<file path="src/rtl/bpa_pkg.sv">
// ----------------------------------------------------------------------------
// bpa_pkg
// Shared constants, types and control/status structs of the page allocator.
// ----------------------------------------------------------------------------
package bpa_pkg;

    localparam int MAX_PAGES     = 65536;
    localparam int MAP_WORD_BITS = 64;
    localparam int PAGE_SHIFT    = 12;
    localparam int MAP_WORDS     = MAX_PAGES / MAP_WORD_BITS;

    localparam int KB_W       = 22;
    localparam int CNT_W      = $clog2(MAX_PAGES + 1);
    localparam int PAGE_W     = $clog2(MAX_PAGES);
    localparam int WIDX_W     = $clog2(MAP_WORDS);
    localparam int BIDX_W     = $clog2(MAP_WORD_BITS);
    localparam int IN_ADDR_W  = 48;
    localparam int OUT_ADDR_W = 28;
    localparam int PGIDX_W    = IN_ADDR_W - PAGE_SHIFT;
    localparam int REQ_W      = 2;
    localparam int STAT_W     = 2;
    localparam int CFG_IDX_W  = 1;

    typedef logic [CNT_W-1:0]         t_cnt;
    typedef logic [MAP_WORD_BITS-1:0] t_word;
    typedef logic [WIDX_W-1:0]        t_widx;
    typedef logic [BIDX_W-1:0]        t_bidx;
    typedef logic [PGIDX_W-1:0]       t_pgidx;
    typedef logic [OUT_ADDR_W-1:0]    t_oaddr;
    typedef logic [REQ_W-1:0]         t_req;
    typedef logic [STAT_W-1:0]        t_stat;
    typedef logic [1:0]               t_res;

    localparam t_req REQ_INIT  = 2'd0;
    localparam t_req REQ_ALLOC = 2'd1;
    localparam t_req REQ_FREE  = 2'd2;

    localparam t_stat ST_OK  = 2'd0;
    localparam t_stat ST_OOM = 2'd1;
    localparam t_stat ST_IGN = 2'd2;

    localparam t_res RES_HOLD = 2'd0;
    localparam t_res RES_OK   = 2'd1;
    localparam t_res RES_OOM  = 2'd2;
    localparam t_res RES_IGN  = 2'd3;

    localparam logic [CFG_IDX_W-1:0] CFG_MEMORY_KB      = 1'b0;
    localparam logic [CFG_IDX_W-1:0] CFG_RESERVED_PAGES = 1'b1;

    localparam logic [KB_W-1:0] MEMORY_KB_RESET = 22'd262144;

    typedef struct packed {
        logic in_ready;
        logic load_req;
        logic init_setup;
        logic sweep_wr;
        logic scan_setup;
        logic free_setup;
        logic map_rd;
        logic alloc_chk;
        logic free_chk;
        t_res res_sel;
        logic out_load;
    } t_cmd;

    typedef struct packed {
        t_req req_type;
        logic hint_oob;
        logic free_oob;
        logic sweep_last;
        logic found;
        logic scan_end;
        logic out_busy;
    } t_sts;

endpackage

</file>
<file path="src/rtl/bpa_ctrl.sv">
// ----------------------------------------------------------------------------
// bpa_ctrl
// Sequencer: dispatches requests, drives map sweeps, scans and the result slot.
// ----------------------------------------------------------------------------
module bpa_ctrl (
    input  logic          i_clk,
    input  logic          i_rst_n,
    input  logic          i_req_valid,
    input  bpa_pkg::t_sts i_sts,
    output bpa_pkg::t_cmd o_cmd
);

    localparam logic [3:0] S_CLEAR = 4'd0;
    localparam logic [3:0] S_IDLE  = 4'd1;
    localparam logic [3:0] S_DISP  = 4'd2;
    localparam logic [3:0] S_SWEEP = 4'd3;
    localparam logic [3:0] S_ARD   = 4'd4;
    localparam logic [3:0] S_ACHK  = 4'd5;
    localparam logic [3:0] S_FRD   = 4'd6;
    localparam logic [3:0] S_FCHK  = 4'd7;
    localparam logic [3:0] S_OUT   = 4'd8;

    logic [3:0] r_state;
    logic [3:0] n_state;

    always_ff @(posedge i_clk) begin
        if (!i_rst_n) begin
            r_state <= S_CLEAR;
        end else begin
            r_state <= n_state;
        end
    end

    always_comb begin
        n_state = r_state;
        o_cmd   = '0;
        case (r_state)
            S_CLEAR: begin
                o_cmd.sweep_wr = 1'b1;
                if (i_sts.sweep_last) begin
                    n_state = S_IDLE;
                end
            end
            S_IDLE: begin
                o_cmd.in_ready = 1'b1;
                if (i_req_valid) begin
                    o_cmd.load_req = 1'b1;
                    n_state        = S_DISP;
                end
            end
            S_DISP: begin
                case (i_sts.req_type)
                    bpa_pkg::REQ_INIT: begin
                        o_cmd.init_setup = 1'b1;
                        n_state          = S_SWEEP;
                    end
                    bpa_pkg::REQ_ALLOC: begin
                        if (i_sts.hint_oob) begin
                            o_cmd.res_sel = bpa_pkg::RES_OOM;
                            n_state       = S_OUT;
                        end else begin
                            o_cmd.scan_setup = 1'b1;
                            n_state          = S_ARD;
                        end
                    end
                    bpa_pkg::REQ_FREE: begin
                        if (i_sts.free_oob) begin
                            o_cmd.res_sel = bpa_pkg::RES_IGN;
                            n_state       = S_OUT;
                        end else begin
                            o_cmd.free_setup = 1'b1;
                            n_state          = S_FRD;
                        end
                    end
                    default: begin
                        o_cmd.res_sel = bpa_pkg::RES_OK;
                        n_state       = S_OUT;
                    end
                endcase
            end
            S_SWEEP: begin
                o_cmd.sweep_wr = 1'b1;
                if (i_sts.sweep_last) begin
                    o_cmd.res_sel = bpa_pkg::RES_OK;
                    n_state       = S_OUT;
                end
            end
            S_ARD: begin
                o_cmd.map_rd = 1'b1;
                n_state      = S_ACHK;
            end
            S_ACHK: begin
                o_cmd.alloc_chk = 1'b1;
                if (i_sts.found || i_sts.scan_end) begin
                    n_state = S_OUT;
                end else begin
                    n_state = S_ARD;
                end
            end
            S_FRD: begin
                o_cmd.map_rd = 1'b1;
                n_state      = S_FCHK;
            end
            S_FCHK: begin
                o_cmd.free_chk = 1'b1;
                n_state        = S_OUT;
            end
            S_OUT: begin
                if (!i_sts.out_busy) begin
                    o_cmd.out_load = 1'b1;
                    n_state        = S_IDLE;
                end
            end
            default: begin
                n_state = S_IDLE;
            end
        endcase
    end

endmodule

</file>
<file path="config.mk">
export PLATFORM = sky130hd
export DESIGN_NAME = bpa_ctrl
export DESIGN_NICKNAME = d
export VERILOG_FILES = /design/src/rtl/bpa_pkg.sv /design/src/rtl/bpa_ctrl.sv
export SDC_FILE = /design/constraint.sdc
export NUM_CORES = 1
export LEC_CHECK = 0
export BUFFER_PORTS_ARGS = -buffer_cell sky130_fd_sc_hd__buf_2
export CAP_MARGIN = 30
export CELL_PAD_IN_SITES_DETAIL_PLACEMENT = 1
export CELL_PAD_IN_SITES_GLOBAL_PLACEMENT = 2
export CORE_ASPECT_RATIO = 1.2
export CORE_MARGIN = 2
export CORE_UTILIZATION = 23
export DETAILED_ROUTE_END_ITERATION = 12
export PLACE_DENSITY_LB_ADDON = 0.08
export SLEW_MARGIN = 20
export SYNTH_ARGS = -nofsm -noshare
export SYNTH_HDL_FRONTEND = slang
export SYNTH_SLANG_ARGS = --single-unit
</file>
<file path="constraint.sdc">
create_clock -name i_clk -period 4.05 [get_ports i_clk]
set_clock_uncertainty 0.15 [all_clocks]
set_input_delay 0.6075 -clock i_clk [delete_from_list [all_inputs] [get_ports i_clk]]
set_output_delay 0.6075 -clock i_clk [all_outputs]
set_load 0.03 [all_outputs]
</file>
* Word level (Yosys, flattened, before mapping)
Cells that the tools add are included. Widths: inputs -> output; s select.
Cells by class: multiplexer cells 29, reduce and logical (&&, ||, !) cells 6, eq/ne operators 14
Operators with widths (count):
- $pmux 4 s9 | 1
- $mux 4 | 7
- $eq 4x3->1 const B | 4
- $mux 1 | 14
- $pmux 4 s3 | 1
- $eq 4x2->1 const B | 2
- $mux 2 | 4
- $ne 2x2->1 const B | 4
- $pmux 2 s3 | 1
- $eq 4x1->1 const B | 1
- $eq 4x4->1 const B | 1
- $logic_not 4->1 | 1
- $pmux 2 s2 | 1
- $reduce_and 4->1 | 1
- $reduce_or 2->1 | 2
- $eq 2x1->1 const B | 1
- $eq 2x2->1 const B | 1
- $logic_not 2->1 | 1
- $logic_or 1x1->1 | 1
Word-level totals: output and inout bits 12, word-level logic and storage cells 50, bits in registers 4

* Depth between registers and ports, before layout
depth in word-level cells 3, mapped depth 4

* Worst setup path after synthesis
No wires, ideal clock.
path type reg-to-output, start register r_state[3], end output port o_cmd[10] (netlist bit), arrival 1.974 ns, cell stages (with the launch flop) 3, buffers on the path 0, path slack 1.319 ns, cell sequence dfxtp_1 -> nor4b_1 -> and2_1
RTL lines:
- start, declared | RTL line bpa_ctrl.sv:23 | logic [3:0] r_state;
- start signal, assigned | RTL line bpa_ctrl.sv:30 | r_state <= n_state;
- end, declared | RTL line bpa_ctrl.sv:10 | output bpa_pkg::t_cmd o_cmd

==> impl_results.md <==
- Final hold vios: 0
- Number of synthesized flops with an enable pin: 0
- Post-CTS Setup Inserts: 0
- Design area: 581.8 µm²
- H-tree depth: 1
- Flops & latches, synth: 4
- Mapped Nets: 74
- Initial DRC count: 6
- Share of cells above drive strength 1: 32.53%
- Core Area: 1829 µm²
- Critical path class: reg2out
- Fillers: 240
- Reg2reg path depth: 3
- R2r startpoint: r_state[0]
- Reg area: 80.08 µm²
- Max transition margin: 66.27%
- Netlist cell types: 29
- Largest net degree at the start of global routing: 16
- P per Cell Area: 225.0 nW/µm²
- Vias in the first global route: 510
- Via-to-Cell Ratio: 5.353
- Gr usage total: 11.79%
- Peak supply drop: 0.0001234 V
- Status: complete, no violations
- Synth area leaders: dfxtp_1 (18%), nor3b_1 (8.4%), nor3_1 (6.7%), and2_1 (5.6%), o21ai_0 (4.5%)
- Final cycle utilization of the critical path: 60.27%
- Die area: 2312 µm²
- Setup TNS: 0 ps
- Synth-to-Final Area Change: 30.25%
- Reg clk slew, reported paths: 30 ps
- RSZ-0062 raised after global routing: false
- Clk buf depth: 2
- Synth top area share: 17.93%
- Post-synth top cells: nor3_1 (6), nor2_1 (5), nor3b_1 (5)
- Hold WS: 529.9 ps
- Via count: 546
- Hold buffers post-CTS: 0
- Total power: 0.1309 mW
- Die Span Y: 52.28 µm
- Origin of the worst min-delay path: i_rst_n
- Top-count cell post-synth: nor3_1
- Routability congestion estimate: 0.6692
- Type of the worst min-delay path: in2reg
- Area taken by multi-input logic gates: 337.8 µm²
- Critical Path AT: 1680 ps
- Worst slew pin tran: 505.2 ps
- Setup violators final: 0
- Endpoint type of the worst setup path: output port
- Final-report max-slew violation count: 0
- Drt total wl: 1.348 mm
- Post-synthesis sequential area ratio: 17.93%
- I/O pin count: 23
- CTS sink count: 4
- Worst R2R End: r_state[3]
- Syn avg cell area: 7.090 µm²
- Initial Utilization: 24.42%
- FP Rows: 17
- Reg with most FFs: r_state
- R2R Setup Slk: 2220 ps
- Largest regs: r_state: 4 flops
- CP Launch Type: flop
- Max Fanout on Critical Path: 15
- WHS Endpoint: r_state[2]
- Ant. Diodes: 0
- Req. time, crit path: 3290 ps
- FFs w/ async S/R, synth: 0%
- Drt pass-1 iters: 2
- Num CTS Buffers: 3
- Mapped Area: 446.7 µm²
- Global-route wire length before repair: 2.090 mm
- Fin nets: 96
- Die width: 44.23 µm
- DR WL/cell: 13.22 µm
- Leakage: 0.2484 nW
- Grt total ovfl: 0
- Port-buffer cells: 22
- Achievable Freq: 409.7 MHz
- Post-cts gate resize count: 0
- Final Critical Period: 2441 ps
- Antenna viol nets, final: 0
- CTS Root Cell: clkbuf_4
- Max_cap viols: 0
- Cell taking the most area after synthesis: dfxtp_1
- Synth Flop Type: dfxtp_1
- Synth warn: 0
- CP Launch Point: r_state[0]
- Hold depth: 3
- Syn Inst Count: 63
- CTS tree: built
- Placed Area: 559.3 µm²
- Worst-skew pair later-pin latency: 230 ps
- DRC Markers: 0
- Max reg flops: 4
- Detail Placement HPWL: 1.040 mm
- Initial antenna violation count: 0
-- layout by cell type (no fill, tap or decap), drive strengths merged --
cell / count
nor3: 6
buf: 22
nand3b: 2
dfxtp: 4
o31a: 1
o21ai: 6
o21bai: 1
and4b: 1
nand4b: 1
clkinv: 1
nor3b: 5
nor4b: 2
a211oi: 2
inv: 1
or4: 1
xor2: 1
and2: 4
clkbuf: 3
nand2b: 1
o31ai: 1
nor4bb: 1
nand4: 1
and4bb: 1
o21a: 1
nor2: 5
nand2: 4
a221oi: 1
a21oi: 3
-- metrics by stage --
stage,std cells,worst slack [ps],utilization [%]
after floorplan,63,1319,-
after global placement,99,1842,30.57
after detailed placement,99,1801,30.57
after CTS,102,1552,31.81
after global routing,102,1453,31.81
final,102,1609,31.81
-- layer usage --
metal | routed length [µm] | GRT usage (%)
met1 | 619 | 14.02
met3 | 58 | 0
met2 | 671 | 22.06
met4 | 0 | 4.545
met5 | 0 | 0
-- how the worst max path moves through the flow --
stage | slack [ps] | depth (start not counted) | endpoint
finish | 1610 | 3 | o_cmd[10]
global route | 1450 | 3 | o_cmd[10]
CTS | 1550 | 3 | o_cmd[10]
detailed placement | 1800 | 3 | o_cmd[10]
global placement | 1840 | 3 | o_cmd[10]
floorplan | 1320 | 2 | o_cmd[10]
-- cell families (layout without fill, tap and decap cells) --
group / count (synthesis) / after routing / synth area share, %
buffers and inverters: 7 / 27 / 6.441
XOR/XNOR: 1 / 1 / 1.961
flip-flops: 4 / 4 / 17.93
AND/OR/NAND/NOR: 35 / 35 / 50.14
AO/OA/AOI/OAI: 16 / 16 / 23.53
-- cell type report --
| cell class | count | area share (%) |
|---|---|---|
| Multi-Input combinational cell | 52 | 58.06 |
| Tap cell | 19 | 4.086 |
| Clock buffer | 3 | 3.871 |
| Timing Repair Buffer | 22 | 18.92 |
| Inverter | 2 | 1.290 |
| Sequential cell | 4 | 13.76 |
-- worst max-delay path: stages, from the launching register on --
cell and delay, ps:
dfxtp_1 630, nor4b_1 460, and2_1 190, buf_2 190
-- where the power goes --
part           total (mW)  switching, mW  internal [mW]
sequential         0.0468        0.00568         0.0411
combinational      0.0377         0.0227         0.0150
clock              0.0463         0.0134         0.0329
total               0.131         0.0418         0.0891
(Power assumes the default switching activity.)
